[src/gmdfs_pkg.sv]
`timescale 1ns / 1ps

package gmdfs_pkg;

    // Coordinate width: holds any cell inside a grid of up to 63 rows or columns
    localparam int CRD_W  = 6;
    localparam int POS_W  = 5;
    localparam int DIM_W  = 6;
    localparam int STEP_W = 10;
    localparam int PLEN_W = 10;
    localparam int CFGI_W = 3;
    localparam int CFGD_W = 6;

    typedef enum logic [1:0] {
        ACT_WRITE  = 2'd0,
        ACT_SEARCH = 2'd1,
        ACT_READ   = 2'd2,
        ACT_NONE   = 2'd3
    } action_t;

    localparam logic [1:0] DIR_NORTH = 2'd0;
    localparam logic [1:0] DIR_EAST  = 2'd1;
    localparam logic [1:0] DIR_SOUTH = 2'd2;
    localparam logic [1:0] DIR_WEST  = 2'd3;

    localparam logic [CFGI_W-1:0] CFG_START_ROW = 3'd0;
    localparam logic [CFGI_W-1:0] CFG_START_COL = 3'd1;
    localparam logic [CFGI_W-1:0] CFG_GOAL_ROW  = 3'd2;
    localparam logic [CFGI_W-1:0] CFG_GOAL_COL  = 3'd3;
    localparam logic [CFGI_W-1:0] CFG_GRID_ROWS = 3'd4;
    localparam logic [CFGI_W-1:0] CFG_GRID_COLS = 3'd5;

    typedef enum logic [2:0] {
        ST_IDLE,
        ST_READ,
        ST_TRY,
        ST_CHECK,
        ST_BACK,
        ST_POP
    } state_t;

    typedef struct packed {
        logic [CRD_W-1:0] row;
        logic [CRD_W-1:0] col;
        logic             on_grid;
    } nbr_t;

endpackage

[src/gmdfs_nbr.sv]
`timescale 1ns / 1ps

module gmdfs_nbr
    import gmdfs_pkg::*;
(
    input  logic [CRD_W-1:0] cur_row,
    input  logic [CRD_W-1:0] cur_col,
    input  logic [1:0]       dir,
    input  logic [CRD_W-1:0] used_rows,
    input  logic [CRD_W-1:0] used_cols,
    output nbr_t             nbr
);

    logic [CRD_W-1:0] row;
    logic [CRD_W-1:0] col;
    logic             no_wrap;

    always_comb
    begin
        row     = cur_row;
        col     = cur_col;
        no_wrap = 1'b1;
        unique case (dir)
            DIR_NORTH:
            begin
                row     = cur_row - 1'b1;
                no_wrap = (cur_row != '0);
            end
            DIR_EAST:
            begin
                col = cur_col + 1'b1;
            end
            DIR_SOUTH:
            begin
                row = cur_row + 1'b1;
            end
            DIR_WEST:
            begin
                col     = cur_col - 1'b1;
                no_wrap = (cur_col != '0);
            end
        endcase
        nbr.row     = row;
        nbr.col     = col;
        nbr.on_grid = no_wrap && (row < used_rows) && (col < used_cols);
    end

endmodule

[config.mk]
export PLATFORM = sky130hd
export DESIGN_NAME = gmdfs_nbr
export DESIGN_NICKNAME = d
export VERILOG_FILES = /design/src/gmdfs_pkg.sv /design/src/gmdfs_nbr.sv
export SDC_FILE = /design/constraint.sdc
export NUM_CORES = 1
export LEC_CHECK = 0
export BUFFER_PORTS_ARGS = -buffer_cell sky130_fd_sc_hd__buf_2
export CAP_MARGIN = 20
export CORE_MARGIN = 2
export CORE_UTILIZATION = 40
export DETAILED_ROUTE_END_ITERATION = 10
export PLACE_DENSITY = 0.7
export SYNTH_ARGS = -nofsm -noshare
export SYNTH_HDL_FRONTEND = slang
export SYNTH_SLANG_ARGS = --single-unit
[constraint.sdc]
create_clock -name vclk -period 4
set_input_delay 0.6 -clock vclk [all_inputs]
set_output_delay 0.6 -clock vclk [all_outputs]
set_load 0.02 [all_outputs]
==> flow_metrics.tcl, run 1 <==
set metrics [dict create \
    post_synth_num_cell_types 35 \
    path_cells "buf_2 -> inv_1 -> ha_1 -> inv_2 -> ha_1 -> a211oi_2 -> o21bai_1 -> a21oi_1 -> mux2i_1 -> xnor2_1 -> ha_1 -> a211o_1 -> a211oi_2 -> o211a_1 -> buf_4" \
    leakagePower_nw 0.619 \
    die_w_um 50.5 \
    setup_viol 0 \
    finalHoldViolations 0 \
    fin_cells 182 \
    crit_top_cell "ha_1" \
    drive_gt1_frac 0.329 \
    ant_nets 0 \
    drtPass1Iterations 5 \
    cp.arrival_ns 3.27 \
    place_inst 181 \
    netlist_area_um2 863 \
    crit_path_top_delay_cell "a211o_1" \
    start_util 0.431 \
    synth_area_per_cell_um2 7.51 \
    synth_top_area_cell "ha_1" \
    num-nets-final 204 \
    areaGrowthSynthToFinish_pct 28.8 \
    irDropWorstVdd_v 0.0000924 \
    crit_fanout 4 \
    row_count 16 \
    gr-total-overflow 0 \
    design.core.area_um2 2000 \
    synth_area_leaders "ha_1 (29%), inv_1 (7.4%), xor2_1 (7.1%), xnor2_1 (5.1%), a21oi_1 (4.1%)" \
    portBuffers 39 \
    crit_type "in -> out" \
    gp_congestion 0.905 \
    startpoint_type "primary input" \
    yosys-top-cells-count "ha_1 (20), inv_1 (17), a21oi_1 (7), nand2_1 (7), xor2_1 (7)" \
    multi_input_area_um2 779 \
    dp_hpwl_um 1890 \
    min_path_type "in -> out" \
    endpoint_kind "primary output" \
    grt_use_total 0.174 \
    num-fill-cells 201 \
    yosys_warnings 0 \
    design.seq.count 0 \
    place_area_um2 1090 \
    fp.dieH_um 50.5 \
    dieArea_um2 2550 \
    diodes 0 \
    grt_antenna_before_repair 0 \
    grt_pass1_vias 852 \
    status "finished, final reports clean" \
    finalInstanceArea_um2 1110 \
    grt_pass1_wl_um 3600 \
    vias 937 \
    fin_crit_sh 0.967 \
    report.final.slew_viol_count 0 \
    max_stage_delay_ns 0.31 \
    drc 0 \
    seq_area_um2 0 \
    critPathTopFamily "compound AO/OA/AOI/OAI gates" \
    max_freq_mhz 258 \
    syn_nets 162 \
    vias_per_cell 5.15 \
    wl_per_cell_um 12.0 \
    p_per_area_nw_per_um2 160 \
    synth_top_area_frac 0.290 \
    synthCells 115 \
    postLayoutCoreUtil 0.556 \
    grt_max_degree 12 \
    required_ns 3.40 \
    drv_cap 0 \
    finalWirelength_um 2190 \
    synth_seq_area_share 0 \
    crit_buf_inv 4 \
    nClkBuffers 0 \
    drtIter0Drc 19 \
    tightest_slew_ns 0.420 \
    maxSlewHeadroom 0.719 \
    pin_count 39 \
    synth.most_common_cell "ha_1" \
    min_period_ns 3.87 \
]
## path summary, 6_finish.rpt
path	from	to	cells after the start
min	cur_row[5]	nbr[12]	3
max	dir[0]	nbr[0]	15
## per-layer routing
layer  global-route usage  routed length [µm]  vias up
met5                    0                   0        -
met3               0.0149                 173        0
li1                     -                   -      489
met2                0.320                1040       38
met1                0.232                 971      410
met4                    0                   0        0
## area by class of cell
| class | count | share of cell area |
|---|---|---|
| inverter | 17 | 0.0574 |
| multi-input combinational | 94 | 0.701 |
| tap | 27 | 0.0304 |
| timing repair buffer | 44 | 0.211 |
## power by group
group	internal, W	leakage (nW)	switching (W)
Clock	0	0	0
Sequential	0	0	0
Combinational	0.0000774	0.619	0.000100
## kinds of logic (layout without fill, tap and decap cells)
logic type / after synthesis / in the layout / synth area share
adder cells (fa/ha/maj): 21 / 21 / 0.313
AND/OR/NAND/NOR: 23 / 23 / 0.138
multiplexers: 4 / 4 / 0.0478
buffers and inverters: 21 / 61 / 0.109
AO/OA/AOI/OAI: 34 / 34 / 0.271
XOR/XNOR: 12 / 12 / 0.122
## per-stage QoR
step / total power [W] / TNS, ns / hold slack [ns] / worst slack [ns]
floorplan: 0.000115 / 0 / 1.34 / 0.0578
global placement: 0.000165 / 0 / 1.55 / 0.133
detailed placement: 0.000171 / 0 / 1.56 / 0.0143
CTS: 0.000172 / 0 / 1.56 / 0.0119
global route: 0.000199 / -0.0362 / 1.58 / -0.0362
finish: 0.000178 / 0 / 1.55 / 0.131
## what timing repair did
item	CTS	global route
hold endpoints to repair	0	0
endpoints found under the setup margin	0	1
setup buffers	0	1
hold buffers	0	0
gates resized for setup	0	4
## layout by cell type, fill, tap and decap left out, types with 5 or more instances in the layout
master / n
a21oi_1: 7
buf_2: 38
buf_4: 6
ha_1: 20
inv_1: 16
nand2_1: 7
o21ai_0: 6
xnor2_1: 5
xor2_1: 7
Power figures use the tool's default switching activity.
==> inputs of run 2 (changes only) <==
==> constraint.sdc (replaced) <==
create_clock -name vclk -period 3.75
set_input_delay 0.75 -clock vclk [all_inputs]
set_output_delay 0.75 -clock vclk [all_outputs]
set_load 0.02 [all_outputs]
==> flow_metrics.tcl, run 2 (synthesis gave the netlist of run 1 again) <==
set metrics [dict create \
    crit_type "in -> out" \
    switchingPower_w 0.000116 \
    portBuffers 39 \
    min_path_type "in -> out" \
    multi_input_area_um2 845 \
    dieArea_um2 2550 \
    maxSlewHeadroom 0.739 \
    dp_hpwl_um 1970 \
    violations "negative setup slack" \
    rsz0062_at_grt "yes" \
    start_util 0.431 \
    areaGrowthSynthToFinish_pct 45.7 \
    grt_max_degree 12 \
    postLayoutCoreUtil 0.628 \
    p_clk_frac 0 \
    drive_gt1_frac 0.407 \
    drc 0 \
    drtPass1Iterations 4 \
    p_int_w 0.000101 \
    tightest_slew_ns 0.390 \
    min_period_ns 3.85 \
    finalWirelength_um 2260 \
    wl_per_cell_um 11.9 \
    num-fill-cells 190 \
    ant_nets 0 \
    vias_per_cell 5.20 \
    grt_pass1_wl_um 3480 \
    pin_count 39 \
    combPwrFrac 1.000 \
    grt_antenna_before_repair 0 \
    grt_use_total 0.168 \
    gp_congestion 0.829 \
    grt_pass1_vias 871 \
    finalHoldViolations 0 \
    num-nets-final 211 \
    nClkBuffers 0 \
    final_common_cell "buf_2" \
    row_count 16 \
    finalPower_w 0.000217 \
    setup_viol 1 \
    vias 983 \
    fin_cells 189 \
    drv_cap 0 \
    die_w_um 50.5 \
    endpoint_kind "primary output" \
    timing.hold.ws_ns 1.85 \
    cp.arrival_ns 3.10 \
    startpoint_type "primary input" \
    drtIter0Drc 8 \
    switching_share 0.534 \
    fp.dieH_um 50.5 \
    status "finished with violations" \
    gr-total-overflow 0 \
    design.core.area_um2 2000 \
    ctsHoldBuffers 0 \
    setup_ws_ns -0.105 \
    required_ns 3.00 \
    place_inst 187 \
    timing.setup.tns_ns -0.105 \
    leakagePower_nw 0.668 \
    max_freq_mhz 259 \
    layout_common_cells "buf_2 (36), ha_1 (16), inv_1 (15)" \
    pwr-share-seq 0 \
    design.seq.count 0 \
    diodes 0 \
    p_per_area_nw_per_um2 172 \
    fin_crit_sh 1.03 \
    irDropWorstVdd_v 0.0000767 \
    crit_fanout 4 \
    seq_area_um2 0 \
    report.final.slew_viol_count 0 \
]
-- run 2: cell types whose count changed in the layout (fill, tap and decap cells not counted), sizes merged --
cell	delta
buf	+7
-- run 2: path summary, 6_finish.rpt --
| path | from | to | slack, ns | cells past startpoint |
|---|---|---|---|---|
| worst max-delay path | dir[0] | nbr[0] | -0.10 | 15 |
| worst min-delay path | cur_row[5] | nbr[12] | 1.85 | 3 |
-- run 2: layout make-up --
cell class,instances,area share
Inverter,17,0.0567
Tap cell,27,0.0269
Timing Repair Buffer,51,0.245
Multi-Input combinational cell,94,0.672
-- run 2: what timing repair did --
action                     in CTS  in global routing
pin swaps                       3                  2
setup endpoints to repair       1                  1
buffers inserted                1                  1
resized for setup               6                  3
-- run 2: per-stage QoR --
step	setup WS [ns]	instance area [µm²]
2_1_floorplan	-0.0625	933
3_3_place_gp	-0.183	1210
3_5_place_dp	-0.214	1210
4_1_cts	-0.162	1240
5_1_grt	-0.202	1260
6_report	-0.105	1260
-- run 2: metal layers --
metal,up-vias,track usage,wire length (µm)
li1,507,-,-
met1,437,0.209,973
met2,37,0.318,1140
met3,2,0.0119,125
met4,0,0.0270,19
met5,-,0,0
-- run 2: worst max-delay path, cell delays in order --
cell	delay, ns
buf_8	0.10
inv_4	0.05
ha_4	0.14
inv_6	0.05
ha_4	0.21
a211oi_2	0.16
o21bai_1	0.09
a21oi_2	0.15
mux2i_2	0.27
xnor2_2	0.14
ha_1	0.27
a211o_1	0.29
a211oi_2	0.14
o211a_1	0.18
buf_6	0.11
-- run 2: power by group through the flow --
stage               combinational, W  sequential [W]  clock (W)
detailed placement          0.000201               0          0
global route                0.000237               0          0
CTS                         0.000211               0          0
global placement            0.000194               0          0
finish                      0.000217               0          0
floorplan                   0.000133               0          0
